**src/sv/rpa_pkg.sv**
```systemverilog
// Shared types, operation and status codes, and register constants for the register pool allocator.
`default_nettype none
package rpa_pkg;

	localparam int REG_W      = 4;
	localparam int OP_W       = 3;
	localparam int STATUS_W   = 2;
	localparam int SAVE_DEPTH = 5;
	localparam int COUNT_W    = 3;
	localparam int ORDER_PLAIN_LEN  = 7;
	localparam int ORDER_ACROSS_LEN = 5;

	localparam logic [OP_W-1:0] OP_RESERVE = 3'd0;
	localparam logic [OP_W-1:0] OP_TRY     = 3'd1;
	localparam logic [OP_W-1:0] OP_ALLOC   = 3'd2;
	localparam logic [OP_W-1:0] OP_RELEASE = 3'd3;
	localparam logic [OP_W-1:0] OP_QUERY   = 3'd4;

	localparam logic [STATUS_W-1:0] ST_DONE      = 2'd0;
	localparam logic [STATUS_W-1:0] ST_CONFLICT  = 2'd1;
	localparam logic [STATUS_W-1:0] ST_NOT_TAKEN = 2'd2;
	localparam logic [STATUS_W-1:0] ST_EXHAUSTED = 2'd3;

	localparam logic [REG_W-1:0] XR_RBX = 4'd3;
	localparam logic [REG_W-1:0] XR_RSI = 4'd6;
	localparam logic [REG_W-1:0] XR_RDI = 4'd7;
	localparam logic [REG_W-1:0] XR_R8  = 4'd8;
	localparam logic [REG_W-1:0] XR_R9  = 4'd9;
	localparam logic [REG_W-1:0] XR_R12 = 4'd12;
	localparam logic [REG_W-1:0] XR_R13 = 4'd13;
	localparam logic [REG_W-1:0] XR_R14 = 4'd14;
	localparam logic [REG_W-1:0] XR_R15 = 4'd15;

	localparam logic [REG_W-1:0] ORDER_PLAIN [ORDER_PLAIN_LEN] =
		'{XR_R8, XR_R9, XR_RBX, XR_R12, XR_R13, XR_R14, XR_R15};
	localparam logic [REG_W-1:0] ORDER_ACROSS [ORDER_ACROSS_LEN] =
		'{XR_RBX, XR_R12, XR_R13, XR_R14, XR_R15};

	typedef logic [SAVE_DEPTH-1:0][REG_W-1:0] save_list_t;

	typedef struct packed {
		logic [OP_W-1:0]  operation;
		logic [REG_W-1:0] reg_number;
		logic             over_call;
	} req_t;

	typedef struct packed {
		logic [STATUS_W-1:0]         status;
		logic [REG_W-1:0]            granted_reg;
		logic                        was_used;
		logic [COUNT_W-1:0]          save_count;
		logic [SAVE_DEPTH*REG_W-1:0] save_order;
	} res_t;

	function automatic logic is_preserved_reg(input logic [REG_W-1:0] r);
		return r inside {XR_RBX, XR_R12, XR_R13, XR_R14, XR_R15};
	endfunction

	function automatic logic is_releasable(input logic [REG_W-1:0] r);
		return r inside {XR_RDI, XR_RSI, XR_R8, XR_R9} || is_preserved_reg(r);
	endfunction

endpackage
`default_nettype wire

```
**src/sv/rpa_step.sv**
```systemverilog
// Combinational logic for one request: result fields and the next pool and saved-list state.
`default_nettype none
module rpa_step #(
	parameter int NUM_REGS = 16
) (
	input  wire rpa_pkg::req_t                     req,
	input  wire logic [NUM_REGS-1:0]               busy,
	input  wire rpa_pkg::save_list_t               list,
	input  wire logic [rpa_pkg::COUNT_W-1:0]       count,
	output rpa_pkg::res_t                          res,
	output logic [NUM_REGS-1:0]                    busy_next,
	output rpa_pkg::save_list_t                    list_next,
	output logic [rpa_pkg::COUNT_W-1:0]            count_next
);

	localparam int IDX_W = $clog2(NUM_REGS);

	logic                         prior;
	logic                         take_en;
	logic [rpa_pkg::REG_W-1:0]    take_reg;
	logic                         alloc_found;
	logic [rpa_pkg::REG_W-1:0]    alloc_reg;
	logic                         on_list;
	logic [rpa_pkg::STATUS_W-1:0] status_c;
	logic [rpa_pkg::REG_W-1:0]    granted_c;
	logic                         was_used_c;
	logic [rpa_pkg::SAVE_DEPTH*rpa_pkg::REG_W-1:0] packed_order;

	assign prior = busy[req.reg_number[IDX_W-1:0]];

	// Walk the priority order from the back so that the earliest free entry wins.
	always_comb begin
		alloc_found = 1'b0;
		alloc_reg   = '0;
		if (req.over_call) begin
			for (int i = rpa_pkg::ORDER_ACROSS_LEN - 1; i >= 0; i--) begin
				if (!busy[rpa_pkg::ORDER_ACROSS[i][IDX_W-1:0]]) begin
					alloc_found = 1'b1;
					alloc_reg   = rpa_pkg::ORDER_ACROSS[i];
				end
			end
		end else begin
			for (int i = rpa_pkg::ORDER_PLAIN_LEN - 1; i >= 0; i--) begin
				if (!busy[rpa_pkg::ORDER_PLAIN[i][IDX_W-1:0]]) begin
					alloc_found = 1'b1;
					alloc_reg   = rpa_pkg::ORDER_PLAIN[i];
				end
			end
		end
	end

	always_comb begin
		take_en    = 1'b0;
		take_reg   = req.reg_number;
		busy_next  = busy;
		status_c   = rpa_pkg::ST_DONE;
		granted_c  = req.reg_number;
		was_used_c = prior;
		case (req.operation)
			rpa_pkg::OP_RESERVE: begin
				if (prior) status_c = rpa_pkg::ST_CONFLICT;
				else       take_en = 1'b1;
			end
			rpa_pkg::OP_TRY: begin
				if (prior) status_c = rpa_pkg::ST_NOT_TAKEN;
				else       take_en = 1'b1;
			end
			rpa_pkg::OP_ALLOC: begin
				was_used_c = 1'b0;
				take_reg   = alloc_reg;
				if (alloc_found) begin
					take_en   = 1'b1;
					granted_c = alloc_reg;
				end else begin
					status_c  = rpa_pkg::ST_EXHAUSTED;
					granted_c = '0;
				end
			end
			rpa_pkg::OP_RELEASE: begin
				if (rpa_pkg::is_releasable(req.reg_number))
					busy_next[req.reg_number[IDX_W-1:0]] = 1'b0;
			end
			default: begin
			end
		endcase
		if (take_en)
			busy_next[take_reg[IDX_W-1:0]] = 1'b1;
	end

	// A callee-saved register goes on the list the first time it is taken.
	always_comb begin
		on_list = 1'b0;
		for (int i = 0; i < rpa_pkg::SAVE_DEPTH; i++) begin
			if (rpa_pkg::COUNT_W'(i) < count && list[i] == take_reg)
				on_list = 1'b1;
		end
		list_next  = list;
		count_next = count;
		if (take_en && rpa_pkg::is_preserved_reg(take_reg) && !on_list &&
		    count < rpa_pkg::COUNT_W'(rpa_pkg::SAVE_DEPTH)) begin
			for (int i = 0; i < rpa_pkg::SAVE_DEPTH; i++) begin
				if (rpa_pkg::COUNT_W'(i) == count)
					list_next[i] = take_reg;
			end
			count_next = count + 1'b1;
		end
	end

	always_comb begin
		packed_order = '0;
		for (int i = 0; i < rpa_pkg::SAVE_DEPTH; i++) begin
			if (rpa_pkg::COUNT_W'(i) < count_next)
				packed_order[i*rpa_pkg::REG_W +: rpa_pkg::REG_W] = list_next[i];
		end
	end

	assign res = {status_c, granted_c, was_used_c, count_next, packed_order};

endmodule
`default_nettype wire

```
**src/sv/register_pool_allocator.sv**
```systemverilog
// Top level of the register pool allocator: request register, state, result register.
// Usage
//   A request (operation, reg_number, over_call) is taken on the input channel
//   when in_valid and in_ready are both high. Each request yields exactly one
//   result (status, granted_reg, was_used, save_count, save_order) on the output
//   channel, delivered when out_valid and out_ready are both high.
//   A request accepted into the request register passes on to the result register
//   and is presented from there as its result. Throughput is one request per
//   cycle while the receiver does not stall; the read-modify-write of the busy
//   bits and the saved list is done for each request between the request
//   register and the result register.
//   When the receiver stalls, the result register holds its contents and the
//   request register still takes one more request; in_ready then falls until
//   the result is taken. State only changes as a request moves on to the
//   result register, so requests are applied strictly in order.
//   Reset clears all busy bits, the saved count and both valid flags; the saved
//   list entries are not cleared, since only entries below the count are shown.
`default_nettype none
module register_pool_allocator #(
	parameter int NUM_REGS = 16
) (
	input  wire logic        clk,
	input  wire logic        arst_n,
	input  wire logic        in_valid,
	output logic             in_ready,
	input  wire logic [2:0]  operation,
	input  wire logic [3:0]  reg_number,
	input  wire logic        over_call,
	output logic             out_valid,
	input  wire logic        out_ready,
	output logic [1:0]       status,
	output logic [3:0]       granted_reg,
	output logic             was_used,
	output logic [2:0]       save_count,
	output logic [19:0]      save_order
);

	rpa_pkg::req_t                  req_s1;
	logic                           valid_s1;
	rpa_pkg::res_t                  res_s2;
	logic                           valid_s2;
	logic [NUM_REGS-1:0]            busy_q;
	rpa_pkg::save_list_t            list_q;
	logic [rpa_pkg::COUNT_W-1:0]    count_q;

	rpa_pkg::res_t                  step_res;
	logic [NUM_REGS-1:0]            busy_next;
	rpa_pkg::save_list_t            list_next;
	logic [rpa_pkg::COUNT_W-1:0]    count_next;
	logic                           advance;
	logic                           commit;

	assign advance  = !valid_s2 || out_ready;
	assign commit   = valid_s1 && advance;
	assign in_ready = !valid_s1 || advance;

	rpa_step #(
		.NUM_REGS(NUM_REGS)
	) u_step (
		.req       (req_s1),
		.busy      (busy_q),
		.list      (list_q),
		.count     (count_q),
		.res       (step_res),
		.busy_next (busy_next),
		.list_next (list_next),
		.count_next(count_next)
	);

	always_ff @(posedge clk or negedge arst_n) begin
		if (!arst_n) begin
			valid_s1 <= 1'b0;
			valid_s2 <= 1'b0;
			busy_q   <= '0;
			count_q  <= '0;
		end else begin
			if (in_ready)
				valid_s1 <= in_valid;
			if (advance)
				valid_s2 <= valid_s1;
			if (commit) begin
				busy_q  <= busy_next;
				count_q <= count_next;
			end
		end
	end

	always_ff @(posedge clk) begin
		if (in_valid && in_ready) begin
			req_s1.operation  <= operation;
			req_s1.reg_number <= reg_number;
			req_s1.over_call  <= over_call;
		end
		if (commit) begin
			res_s2 <= step_res;
			list_q <= list_next;
		end
	end

	assign out_valid   = valid_s2;
	assign status      = res_s2.status;
	assign granted_reg = res_s2.granted_reg;
	assign was_used    = res_s2.was_used;
	assign save_count  = res_s2.save_count;
	assign save_order  = res_s2.save_order;

	// A successful allocation leaves its chosen register busy.
	a_alloc_marks_busy: assert property (@(posedge clk) disable iff (!arst_n)
		(commit && req_s1.operation == rpa_pkg::OP_ALLOC &&
		 step_res.status == rpa_pkg::ST_DONE)
		|=> busy_q[$past(step_res.granted_reg)])
		else $error("allocated register not marked busy");

	// The saved list only ever grows.
	a_count_monotonic: assert property (@(posedge clk) disable iff (!arst_n)
		count_q >= $past(count_q))
		else $error("saved count decreased");

	// Pool state moves only when a request passes to the result register.
	a_state_on_commit: assert property (@(posedge clk) disable iff (!arst_n)
		!commit |=> ($stable(busy_q) && $stable(count_q)))
		else $error("state changed without a committed request");

	// A refused strict reserve implies the register was already busy.
	a_conflict_was_used: assert property (@(posedge clk) disable iff (!arst_n)
		(out_valid && status == rpa_pkg::ST_CONFLICT) |-> was_used)
		else $error("reserve conflict reported on a free register");

endmodule
`default_nettype wire

```
**config.mk**
```make
export PLATFORM = sky130hd
export DESIGN_NAME = register_pool_allocator
export DESIGN_NICKNAME = d
export VERILOG_FILES = /design/src/sv/rpa_pkg.sv /design/src/sv/rpa_step.sv /design/src/sv/register_pool_allocator.sv
export SDC_FILE = /design/constraint.sdc
export NUM_CORES = 1
export LEC_CHECK = 0
export ABC_AREA = 1
export BUFFER_PORTS_ARGS = -buffer_cell sky130_fd_sc_hd__buf_2
export CAP_MARGIN = 20
export CORE_MARGIN = 1
export CORE_UTILIZATION = 48
export CTS_BUF_LIST = sky130_fd_sc_hd__clkbuf_8
export CTS_CLUSTER_DIAMETER = 120
export DETAILED_ROUTE_END_ITERATION = 10
export MAX_ROUTING_LAYER = met4
export PLACE_DENSITY_LB_ADDON = 0.12
export RECOVER_POWER = 100
export SYNTH_ARGS = -nofsm -noshare
export SYNTH_HDL_FRONTEND = slang
export SYNTH_SLANG_ARGS = --single-unit
```
**constraint.sdc**
```tcl
create_clock -name clk -period 2.9 [get_ports clk]
set_input_delay 0.29 -clock clk [delete_from_list [all_inputs] [get_ports clk]]
set_output_delay 0.29 -clock clk [all_outputs]
set_load 0.1 [all_outputs]
```
---- Yosys cells after proc, flatten, opt, wreduce, memory -nomap -nowiden ----
Cells that the tools add are included.
storage, ports and cells
  register bits ........................... 79
  bits of input ports ..................... 12
cells by class
  add/sub/neg operators ................... 1
  $lt $le $gt $ge ......................... 15
  equality and inequality tests ........... 26
  mux-type cells .......................... 47
  bitwise gates (word level) .............. 3
  reduce and logical (&&, ||, !) cells .... 24
operators by type and width
  cell                number
  $mux 4              16
  $mux 16             3
  $eq 4x4->1 const B  10
  $eq 4x4->1          5
  $mux 20             1
  $mux 1              19
  $and 16x16->16      1
  $not 16->16         1
  $or 16x16->16       1
  $logic_and 1x1->1   12
  $lt 1x3->1 const A  4
  $lt 2x3->1 const A  4
  $lt 4x5->1 const B  2
  $reduce_bool 5->1   2
  $demux 1 s4         2
  $eq 4x2->1 const B  2
  $eq 4x3->1 const B  2
  $ge 4x1->1 const B  2
  $eq 2x3->1 const A  2
  $eq 3x2->1 const B  2
  $logic_not 3->1     2
  $lt 3x3->1 const A  2
  $pmux 2 s3          1
  $bmux 1 s4          1
  other kinds (12)    17

---- Logic depth before layout (Yosys ltp) ----
Gate-level depths: netlist of run 1.
  word-level depth ........................ 21
  gate-level depth with buffers ........... 20
  gate-level depth less buffers ........... 19

---- Hierarchy ----
From an unflattened synthesis of run 1, not the netlist that was laid out.
second synthesis, totals
  cells, all modules ...................... 550
  area, all modules ....................... 4603.2 um^2
modules (own cells, without submodules)
  module                   instances  cells an instance  area an instance (um^2)  sequential area each (um^2)
  register_pool_allocator  1          151                2582.5                   2267.2
  rpa_step                 1          399                2020.7                   0.0

---- Least setup slack after synthesis of run 1 ----
Ideal clock, no wire load.
  path kind ............................... register to register
  start ................................... reg valid_s2 (netlist: out_valid)
  end ..................................... reg busy_q[10]
  library setup time ...................... 0.083 ns
  arrival ................................. 2.931 ns
  data required time ...................... 2.817 ns
  setup slack ............................. -0.113 ns
  stages on the path, launching flop included .. 8
  path buffers ............................ 0
  clock period less this slack ............ 3.013 ns
  cells stage by stage .................... dfrtp_1 > nand2_1 > nand2_1 > inv_1 > nand2_1 > inv_1 > nand3_1 > o21ai_0
between the ends
  cells in the longest elaborated chain, start to end .. 3
ends and longest elaborated chain
  what                      RTL line                       source
  start: declaration        register_pool_allocator.sv:41  logic valid_s2;
  start signal: assignment  register_pool_allocator.sv:80  valid_s2 <= valid_s1;
  $logic_not 1->1           register_pool_allocator.sv:53  assign advance = !valid_s2 || out_ready;
  $logic_or 1x1->1          register_pool_allocator.sv:53
  $logic_and 1x1->1         register_pool_allocator.sv:54  assign commit = valid_s1 && advance;
  via commit                register_pool_allocator.sv:51  logic commit;
  end signal: assignment    register_pool_allocator.sv:82  busy_q <= busy_next;
  end: declaration          register_pool_allocator.sv:42  logic [NUM_REGS-1:0] busy_q;
The timed path passes the listed nets, and every way through them passes these cells.
A chain may end at the register's enable or synchronous reset.

---- Worst setup path after layout of run 1 ----
  start ................................... reg busy_q[14]
  end ..................................... reg res_s2, in the netlist save_order[1] (data pin)
between the ends
  cells in the longest elaborated chain, start to end .. 20
ends and longest elaborated chain
  what                             RTL line                        source
  $mux 4 (4 in series)             rpa_step.sv:37, rpa_step.sv:44
  $mux 4 (2 in series)             rpa_step.sv:44                  if (!busy[rpa_pkg::ORDER_PLAIN[i][IDX_W-1:0]]) begin
  $mux 4                           rpa_step.sv:35                  if (req.over_call) begin
  $mux 4                           rpa_step.sv:59                  case (req.operation)
  $eq 4x4->1                       rpa_step.sv:94                  if (rpa_pkg::COUNT_W'(i) < count && list[i] == take_reg)
  $logic_and 1x1->1                rpa_step.sv:94
  $mux 1 (5 in series)             rpa_step.sv:94
  $logic_not 1->1                  rpa_step.sv:99                  if (take_en && rpa_pkg::is_preserved_reg(take_reg) && !on_list &&
  $logic_and 1x1->1 (2 in series)  rpa_step.sv:99
  $mux 3                           rpa_step.sv:99
  $lt 1x3->1                       rpa_step.sv:112                 if (rpa_pkg::COUNT_W'(i) < count_next)
  end signal: assignment           register_pool_allocator.sv:95   res_s2 <= step_res;
  end: declaration                 register_pool_allocator.sv:40   rpa_pkg::res_t res_s2;
Parallel ways exist; a longest one is shown, timed or not. The select of a mux whose other input is x is not followed.

==> results of run 1 <==
[kinds of logic (layout without fill, tap and decap cells)]
kind of cell,Yosys count,after routing,share of synthesized area (%)
compound gates,75,75,10.6
fa+ha+maj,3,3,0.843
simple gates,265,265,28.6
buf+inv,85,144,8.68
xor+xnor,2,2,0.394
flops,79,79,50.9
[stage by stage]
step                setup WS [ps]  area [um^2]  utilization (%)  power, uW  std cells
floorplan                    37.6         4460                -       3470        509
detailed placement            115         4770             54.0       3840        659
CTS                          89.9         5030             56.8       4850        676
finish                        245         4920             55.7       4760        676
global route                 16.8         4920             55.7       5030        676
global placement              143         4770             54.0       3820        659
[routing by layer]
| metal | vias to the layer above | wire [um] | global-route usage, % |
|---|---|---|---|
| li1 | 1750 | - | - |
| met1 | 1560 | 4860 | 31.6 |
| met2 | 91 | 4200 | 32.0 |
| met3 | 11 | 377 | 3.72 |
| met4 | 0 | 120 | 6.77 |
| met5 | - | 0 | - |
[worst register-to-register path: stages (launching register included)]
cell and delay [ps]:
dfrtp_1 420, nand2_1 130, nor2_2 190, nor2_1 90
nand2_4 110, nand2_4 160, nand2_1 100, nand2_1 60
nor2_1 160, nand2_1 70, nor2_1 170, nor2_4 60
nand3_4 140, nand2_4 50, nand2_1 220, nand3_2 180
nand2_1 90, inv_1 40
[cell usage after synthesis (all sizes together) (3+ instances only)]
library cell / n
nor2: 53
o21ai: 59
a31o: 3
nand2: 180
ha: 3
a21oi: 8
nand3b: 3
edfxtp: 58
inv: 76
nand3: 27
buf: 8
dfrtp: 21
[timing repair]
item	in CTS	in global routing
setup endpoints to repair	0	16
hold endpoints to repair	21	0
gates resized for setup	0	3
hold buffers	1	0
[final cells by class]
type                    count  share of cell area, %
inverters                  76                   6.02
well taps                 108                   2.74
clock buffers               9                   2.52
repair buffers             52                   4.83
flip-flops and latches     79                   46.0
clock inverters             7                   2.44
multi-input cells         345                   35.4
[worst paths after layout]
check / startpoint / slack [ps] / to
max in group asynchronous: arst_n / 1480 / busy_q[12]
min: operation[2] / 100 / req_s1[7]
min reg2reg: busy_q[4] / 470 / busy_q[4]
min in group asynchronous: arst_n / 700 / count_q[0]
max: busy_q[14] / 240 / save_order[1]
max reg2reg: busy_q[14] / 240 / save_order[1]
[power by group through the flow]
| stage | Combinational (uW) | Sequential (uW) | Clock [uW] |
|---|---|---|---|
| floorplan | 1010 | 2460 | 0 |
| finish | 2000 | 1750 | 1010 |
| detailed placement | 2080 | 1760 | 0 |
| global placement | 2060 | 1760 | 0 |
| global route | 2180 | 1780 | 1080 |
| CTS | 2090 | 1740 | 1020 |
==> impl_metrics.py, run 1 <==
metrics = {
    "synth": {
        "synth.distinct_cells": 37,
        "synth_cells": 509,
        "avgSynthCellArea_um2": 8.75,
        "syn-cell-area_mm2": 0.00445,
        "synth_top_area_cell": "edfxtp_1",
        "synth_top_area_share_pct": 39.1,
        "async_flop_share_pct": 26.6,
        "ys_seq_elements": 79,
        "synth_edf_count": 58,
        "yosys_warnings": 0,
        "synth_area_leaders": "edfxtp_1 (39%), nand2_1 (14%), dfrtp_1 (12%), inv_1 (4.8%), o21ai_0 (4.4%)",
        "synth_seq_area_share_pct": 50.9,
        "yosys_most_used_dff": "edfxtp_1",
        "syn_nets": 524,
    },
    "power": {
        "powerDensity_mw_per_mm2": 966,
        "power.leakage_uw": 0.00228,
        "p_int_uw": 2550,
        "p_seq_share_pct": 36.8,
        "p_sw_uw": 2210,
        "p_sw_share_pct": 46.4,
        "pwr-share-comb_pct": 42.1,
        "clkPwrFrac_pct": 21.1,
        "ir_drop_mv": 0.517,
    },
    "clock_tree": {
        "cts.clk_slew.worst_paths_ps": 90,
        "clock-sinks": 79,
        "cts_tree": "built",
        "cts-buffers-inserted": 9,
        "clock_latency_ps": 360,
        "ctsLongestPathBuffers": 2,
        "ctsHtreeMaxLevel": 3,
        "post_cts_buffers": 0,
        "root_buffer": "clkbuf_8",
    },
    "hold_path": {
        "min_path_type": "primary input to flip-flop",
        "holdPathStages": 1,
    },
    "timing": {
        "slew_headroom_pct": 19.2,
        "finalCriticalPeriod_ps": 2660,
        "final-setup-viol-count": 0,
        "fmaxAchievable_ghz": 0.377,
        "worst_pin_slew_ps": 1210,
        "grt_setup_unrepaired": "no",
        "skew_ps": 12.0,
        "tns_ps": 0,
        "hold_violations": 0,
        "whs_ps": 96.3,
        "maxSlewViolCount": 0,
        "fin_crit_sh_pct": 91.6,
    },
    "critical_path": {
        "cp.depth": 17,
        "arrival_ps": 2790,
        "slowest_stage": "dfrtp_1",
        "crit_type": "flip-flop to flip-flop",
        "crit_fanout": 13,
        "max_stage_delay_ps": 420,
        "worst_path_dominant_cell_family": "simple AND/OR/NAND/NOR gates",
        "worst-path-buf-inv": 1,
        "worstSetupEndpointType": "flip-flop",
        "r2r_cells": 17,
        "crit_chain": "nand2_1, nor2_2, nor2_1, nand2_4, nand2_4, nand2_1, nand2_1, nor2_1, nand2_1, nor2_1, nor2_4, nand3_4, nand2_4, nand2_1, nand3_2, nand2_1, inv_1",
        "crit_required_ps": 3030,
        "critPathLaunchType": "flip-flop",
        "path_common_cell": "nand2_1",
    },
    "detailed_routing": {
        "ant_nets": 0,
        "drt_pass1_iterations": 7,
        "avgRoutedWirePerCell_um": 14.1,
        "wl_mm": 9.56,
        "drcViolationCount": 0,
        "drt_iter0_markers": 257,
        "num_vias": 3412,
        "vias_per_cell": 5.05,
    },
    "die": {
        "fp.dieArea_mm2": 0.00966,
        "die_w_um": 98.3,
        "fp.coreArea_mm2": 0.00885,
        "fp.dieH_um": 98.3,
        "num_io_pins": 44,
        "initial_utilization_pct": 50.3,
        "num_rows": 34,
    },
    "cells_and_area": {
        "final_common_cell": "nand2_1",
        "syn_to_final_growth_pct": 10.6,
        "nets": 578,
        "insertedDiodeCount": 0,
        "nFillCells": 841,
        "multi_input_area_mm2": 0.00174,
        "seqCellArea_mm2": 0.00227,
        "final_cell_mix": "nand2_1 (162), inv_1 (58), edfxtp_1 (58), o21ai_0 (52), nor2_1 (38)",
        "drive_gt1_share_pct": 16.7,
    },
    "global_routing": {
        "grt_pass1_wl_mm": 15.9,
        "antenna_found_initial": 0,
        "gr-usage-all-layers_pct": 22.0,
        "grt_max_degree": 29,
        "grt.overflow.total": 0,
        "grt_pass1_vias": 3191,
    },
    "run_status": {
        "outcome": "finished clean",
    },
    "placed_design": {
        "dp_hpwl_mm": 6.98,
        "gp_congestion": 0.981,
        "port-buffer-count": 43,
    },
    "run": {
        "maxCapViolCount": 0,
    },
}
No activity file was read; power rests on OpenSTA's default activity.
==> inputs of run 2 (changes only) <==
Settings changed: SYNTH_HIERARCHICAL set to 1.
Clock period 2.9 ns to 2.7 ns, I/O delays scaled along.
==> run 2 against run 1 <==
Against the previous run: final cell count rose by 12%; global-route usage rose by 1.9 points; cell area rose by 8.0%; core utilization rose by 1.6 points; sequential cell count did not move; setup slack got worse by 64 ps; highest routed layer unchanged; critical endpoint is now save_order[3]; synthesized cell count rose by 8.1%; die area rose by 3.3%; first-iteration DRC count fell by 3.5%; count of clock-buffer cells in the layout did not move; clock skew rose by 8.2 ps.
==> impl_metrics.py, run 2 <==
metrics = {
    "hold_path": {
        "min_path_type": "primary input to flip-flop",
    },
    "synth": {
        "async_flop_share_pct": 26.6,
        "synth_top_area_cell": "edfxtp_1",
        "synth_top_area_share_pct": 37.8,
        "synth_area_leaders": "edfxtp_1 (38%), nand2_1 (16%), dfrtp_1 (11%), nand3_1 (4.5%), inv_1 (3.9%)",
        "synth_edf_count": 58,
        "syn-cell-area_mm2": 0.00460,
        "synth.distinct_cells": 33,
        "ys_seq_elements": 79,
        "synth_seq_area_share_pct": 49.3,
        "yosys_warnings": 6,
        "yosys_most_used_dff": "edfxtp_1",
        "yosysMostFrequentCell": "nand2_1",
        "avgSynthCellArea_um2": 8.37,
        "synth_cells": 550,
        "syn_nets": 565,
        "synth_common_cells": "nand2_1 (195), edfxtp_1 (58), inv_1 (48), nand3_1 (41), o21ai_0 (33)",
    },
    "detailed_routing": {
        "ant_nets": 0,
        "vias_per_cell": 5.12,
        "num_vias": 3859,
        "drt_pass1_iterations": 4,
        "wl_mm": 10.9,
        "drt_iter0_markers": 248,
        "avgRoutedWirePerCell_um": 14.5,
        "drcViolationCount": 0,
    },
    "die": {
        "fp.coreArea_mm2": 0.00928,
        "fp.dieH_um": 99.9,
        "num_io_pins": 44,
        "initial_utilization_pct": 49.6,
        "die_w_um": 99.9,
        "num_rows": 35,
        "fp.dieArea_mm2": 0.00999,
    },
    "timing": {
        "fmaxAchievable_ghz": 0.397,
        "hold_violations": 0,
        "worst_slack_ps": 181,
        "slew_headroom_pct": 20.2,
        "maxSlewViolCount": 0,
        "skew_ps": 20.2,
        "grt_setup_unrepaired": "yes",
        "final-setup-viol-count": 0,
        "fin_crit_sh_pct": 93.3,
        "finalCriticalPeriod_ps": 2520,
        "worst_pin_slew_ps": 1200,
        "whs_ps": 73.3,
    },
    "cells_and_area": {
        "final_area_mm2": 0.00532,
        "insertedDiodeCount": 0,
        "syn_to_final_growth_pct": 15.5,
        "fin_util_pct": 57.3,
        "drive_gt1_share_pct": 25.4,
        "finalNonFillerCells": 754,
        "final_common_cell": "nand2_1",
        "final_cell_mix": "nand2_1 (192), edfxtp_1 (58), inv_1 (49), nand3_1 (40), buf_2 (38)",
        "nets": 635,
    },
    "run_status": {
        "outcome": "finished clean",
    },
    "clock_tree": {
        "cts_tree": "built",
        "clock-sinks": 79,
        "root_buffer": "clkbuf_8",
        "ctsHtreeMaxLevel": 3,
        "ctsLongestPathBuffers": 2,
        "cts-buffers-inserted": 9,
        "clock_latency_ps": 360,
        "cts.clk_slew.worst_paths_ps": 90,
    },
    "global_routing": {
        "antenna_found_initial": 0,
        "grt.overflow.total": 0,
        "grt_pass1_wl_mm": 17.8,
        "grt_pass1_vias": 3561,
        "grt_max_degree": 39,
        "gr-usage-all-layers_pct": 24.0,
    },
    "critical_path": {
        "worstSetupEndpointType": "flip-flop",
        "crit_required_ps": 2820,
        "crit_chain": "a21oi_2, nor2_4, nand2_1, nand2_2, buf_4, nand2_1, nand2_1, nor2_1, nand2_1, nor2_4, nor2_8, nand2_4, nand2_1, nand2_1, nand2_1, nor2_4, nor2_1",
        "crit_type": "flip-flop to flip-flop",
        "max_stage_delay_ps": 470,
        "slowest_stage": "edfxtp_1",
        "crit_fanout": 9,
        "path_common_cell": "nand2_1",
        "critPathLaunchType": "flip-flop",
        "arrival_ps": 2640,
    },
    "run": {
        "maxCapViolCount": 0,
    },
    "placed_design": {
        "place_ws_ps": 50.7,
        "dp_hpwl_mm": 7.77,
        "dpl_cell_area_mm2": 0.00504,
        "dp_cells": 730,
        "port-buffer-count": 43,
        "gp_congestion": 0.933,
    },
    "power": {
        "ir_drop_mv": 0.493,
        "powerDensity_mw_per_mm2": 919,
        "power.leakage_uw": 0.00250,
    },
}
[run 2: logic make-up (layout without fill, tap and decap cells)]
| family | Yosys count | count (layout) | synth area share, % |
|---|---|---|---|
| flops | 79 | 79 | 49.3 |
| buf+inv | 86 | 160 | 9.32 |
| xor+xnor | 2 | 2 | 0.381 |
| simple gates | 311 | 312 | 31.0 |
| fa+ha+maj | 3 | 3 | 0.816 |
| compound gates | 69 | 69 | 9.24 |
[run 2: critical path, delay by kind of cell (launching register included)]
kind            cells  cell delay, ps
compound gates      1             190
buf+inv             1             160
flops               1             470
simple gates       15            1470
[run 2: path summary, 6_finish.rpt]
kind                       slack [ps]     startpoint  cells past startpoint             to
max                               180      req_s1[0]                     17  save_order[3]
min                                70  reg_number[0]                      1      req_s1[1]
max reg2reg                       180      req_s1[0]                     17  save_order[3]
min reg2reg                       490     busy_q[10]                      2     busy_q[10]
max in group asynchronous        1240         arst_n                      2     busy_q[15]
min in group asynchronous         670         arst_n                      2       valid_s1
[run 2: power by group]
group	leakage, uW	switching (uW)	total, uW	internal (uW)
Clock	0.0000916	441	768	327
Sequential	0.000842	205	1870	1660
Combinational	0.00157	1670	2250	583
Total	0.00250	2320	4890	2570
[run 2: what timing repair did]
item                                    4_1_cts  5_1_grt
hold buffers                                  1        0
resized for setup                             0       19
hold endpoints to repair                     21        0
buffers inserted                              0        6
endpoints found under the setup margin        0       30
[run 2: cell type report]
class / count / area (um^2)
sequential: 79 / 2270
tap: 129 / 161
inverter: 65 / 251
timing repair buffer: 79 / 503
clock buffer: 9 / 124
multi-input combinational: 386 / 1970
fill: 885 / 3970
clock inverter: 7 / 42.5
[run 2: metal layers]
metal,vias up,part of all wire [%],GRT usage (%)
li1,1919,-,-
met1,1818,48,32.2
met2,106,46,37.0
met3,16,4.2,2.92
met4,0,1.9,9.62
met5,-,0,-
[run 2: stage by stage]
| step | TNS, ps | power [uW] |
|---|---|---|
| finish | 0 | 4890 |
| global route | -50.9 | 5200 |
| CTS | 0 | 4830 |
| detailed placement | 0 | 4050 |
| global placement | 0 | 4040 |
| floorplan | 0 | 3610 |
==> inputs of run 3 (changes only) <==
Settings changed: CORE_ASPECT_RATIO set to 1.25.
==> run 3 against run 2 <==
Against the previous run: total power is 1.6% higher; clock power is 26% higher; die area hardly changed; sequential power hardly changed; fmax hardly changed; routed wire length is 2.7% lower.
==> impl_metrics.py, run 3 (synthesis results as in run 2) <==
metrics = {
    "detailed_routing": {
        "met1_length_mm": 4.31,
        "vias_per_cell": 5.13,
        "drt_iter0_markers": 228,
        "routed-wl-met2_mm": 5.46,
        "wl_mm": 10.6,
        "dr_wl_met3_um": 394,
        "drcViolationCount": 0,
        "dr.max_layer_used": "met4",
        "drt_pass1_iterations": 5,
        "ant_nets": 0,
        "avgRoutedWirePerCell_um": 14.5,
        "num_vias": 3771,
    },
    "placed_design": {
        "dp_hpwl_mm": 7.77,
        "dpl_cell_area_mm2": 0.00494,
        "dp_cells": 713,
        "port-buffer-count": 43,
        "gp_congestion": 0.972,
    },
    "critical_path": {
        "worstSetupEndpointType": "flip-flop",
        "crit_fanout": 26,
        "critPathLaunchType": "flip-flop",
        "r2r_cells": 17,
        "arrival_ps": 2740,
        "r2r_slack_ps": 180,
        "r2r-end": "save_order[5]",
        "crit_type": "flip-flop to flip-flop",
        "r2r_start": "req_s1[7]",
        "crit_required_ps": 2920,
    },
    "power": {
        "p_sw_uw": 2270,
        "power.leakage_uw": 0.00235,
        "p_sw_share_pct": 45.8,
        "p_int_uw": 2690,
        "power_uw": 4970,
        "clkPwrFrac_pct": 19.4,
        "powerDensity_mw_per_mm2": 962,
        "p_seq_share_pct": 37.7,
        "pwr-share-comb_pct": 42.8,
        "ir_drop_mv": 0.485,
    },
    "hold_path": {
        "holdPathStages": 1,
        "hold_start": "reg_number[1]",
        "hold_end": "req_s1[2]",
        "min_path_type": "primary input to flip-flop",
    },
    "timing": {
        "maxSlewViolCount": 0,
        "slew_headroom_pct": 18.0,
        "final-setup-viol-count": 0,
        "finalCriticalPeriod_ps": 2520,
        "fmaxAchievable_ghz": 0.397,
        "tns_ps": 0,
        "fin_crit_sh_pct": 93.2,
        "skew_ps": 12.2,
        "grt_setup_unrepaired": "no",
        "hold_violations": 0,
        "worst_pin_slew_ps": 1230,
    },
    "die": {
        "num_rows": 39,
        "fp.dieH_um": 111,
        "fp.coreArea_mm2": 0.00922,
        "fp.dieArea_mm2": 0.00999,
        "die_w_um": 89.6,
        "initial_utilization_pct": 49.9,
        "num_io_pins": 44,
    },
    "global_routing": {
        "grt.overflow.total": 0,
        "grt_max_degree": 51,
        "grt_pass1_vias": 3673,
        "grt_pass1_wl_mm": 17.5,
        "gr-usage-all-layers_pct": 23.8,
        "antenna_found_initial": 0,
    },
    "clock_tree": {
        "ctsHtreeMaxLevel": 3,
        "cts_tree": "built",
        "cts.clk_slew.worst_paths_ps": 80,
        "cts-buffers-inserted": 9,
        "clock-sinks": 79,
        "root_buffer": "clkbuf_8",
        "clock_latency_ps": 360,
        "ctsLongestPathBuffers": 2,
    },
    "run": {
        "maxCapViolCount": 0,
    },
    "cells_and_area": {
        "nets": 622,
        "final_area_mm2": 0.00516,
        "multi_input_area_mm2": 0.00194,
        "final_cell_mix": "nand2_1 (193), edfxtp_1 (58), inv_1 (49), nand3_1 (42)",
        "drive_gt1_share_pct": 17.3,
        "finalNonFillerCells": 735,
        "syn_to_final_growth_pct": 12.1,
        "insertedDiodeCount": 0,
        "final_common_cell": "nand2_1",
        "nFillCells": 874,
        "seqCellArea_mm2": 0.00227,
    },
    "run_status": {
        "outcome": "finished clean",
    },
}
==> run 3: cell types whose count changed in the layout (fill, tap and decap cells not counted), moves of 3 or more <==
cell      before  now
clkbuf_1       7   37
buf_2         38   10
buf_4         30   16
o21ai_0       32   37
o21ai_2       11    8
==> run 3: worst max-delay path, cell delays in order (launching register included) <==
cell	delay [ps]
edfxtp_1	410
inv_2	90
nand3_4	120
nor2_4	170
nand2_2	100
nand2_4	180
inv_2	60
nand2_1	60
nand2_1	40
nor2_1	80
nand2_1	80
nor2_4	140
nor2_8	80
nand2_4	150
inv_8	110
o21ai_0	350
inv_2	40
nor2_1	90
==> run 3: worst max-delay path by stage <==
stage,from,to,cells after the start
4_1_cts,req_s1[5],save_order[0],16
2_1_floorplan,out_valid,granted_reg[0],4
3_3_place_gp,req_s1[5],save_order[2],16
5_1_grt,req_s1[1],save_order[12],18
3_5_place_dp,req_s1[5],save_order[0],16
6_report,req_s1[7],save_order[5],17
==> run 3: final cells by class <==
class                      instances  share of cell area, %
clock buffer                      10                   2.67
clock inverter                     6                   1.50
inverter                          65                   4.87
multi-input combinational        386                   37.7
sequential                        79                   43.9
tap                              123                   2.98
timing repair buffer              66                   6.38
==> run 3: stage by stage <==
stage	setup WS, ps	utilization [%]	hold WS [ps]
3_5_place_dp	3.77	53.6	260
5_1_grt	3.42	56.0	64.1
6_report	183	56.0	74.6
4_1_cts	96.8	56.1	60.5
2_1_floorplan	77.7	-	-25.6
3_3_place_gp	46.0	53.6	255
==> run 3: power by group through the flow <==
stage	clock [uW]	combinational, uW	sequential [uW]
after floorplan	0	1060	2550
after global placement	0	2110	1890
after detailed placement	0	2140	1890
after CTS	984	2140	1870
final	965	2130	1870
after global routing	1030	2320	1920
==> run 3: per-layer routing <==
layer,GRT usage (%),vias up
li1,-,1880
met4,14.7,0
met2,38.0,114
met1,27.7,1744
met3,3.26,33
met5,-,-
==> run 3: timing repair <==
action                                 in CTS  in global routing
resized for setup                           1                 11
pin swaps                                   0                  1
hold buffers                                1                  0
setup buffers                               0                  4
cloned                                      0                  1
setup endpoints to repair                   1                 22
endpoints found under the hold margin      21                  0
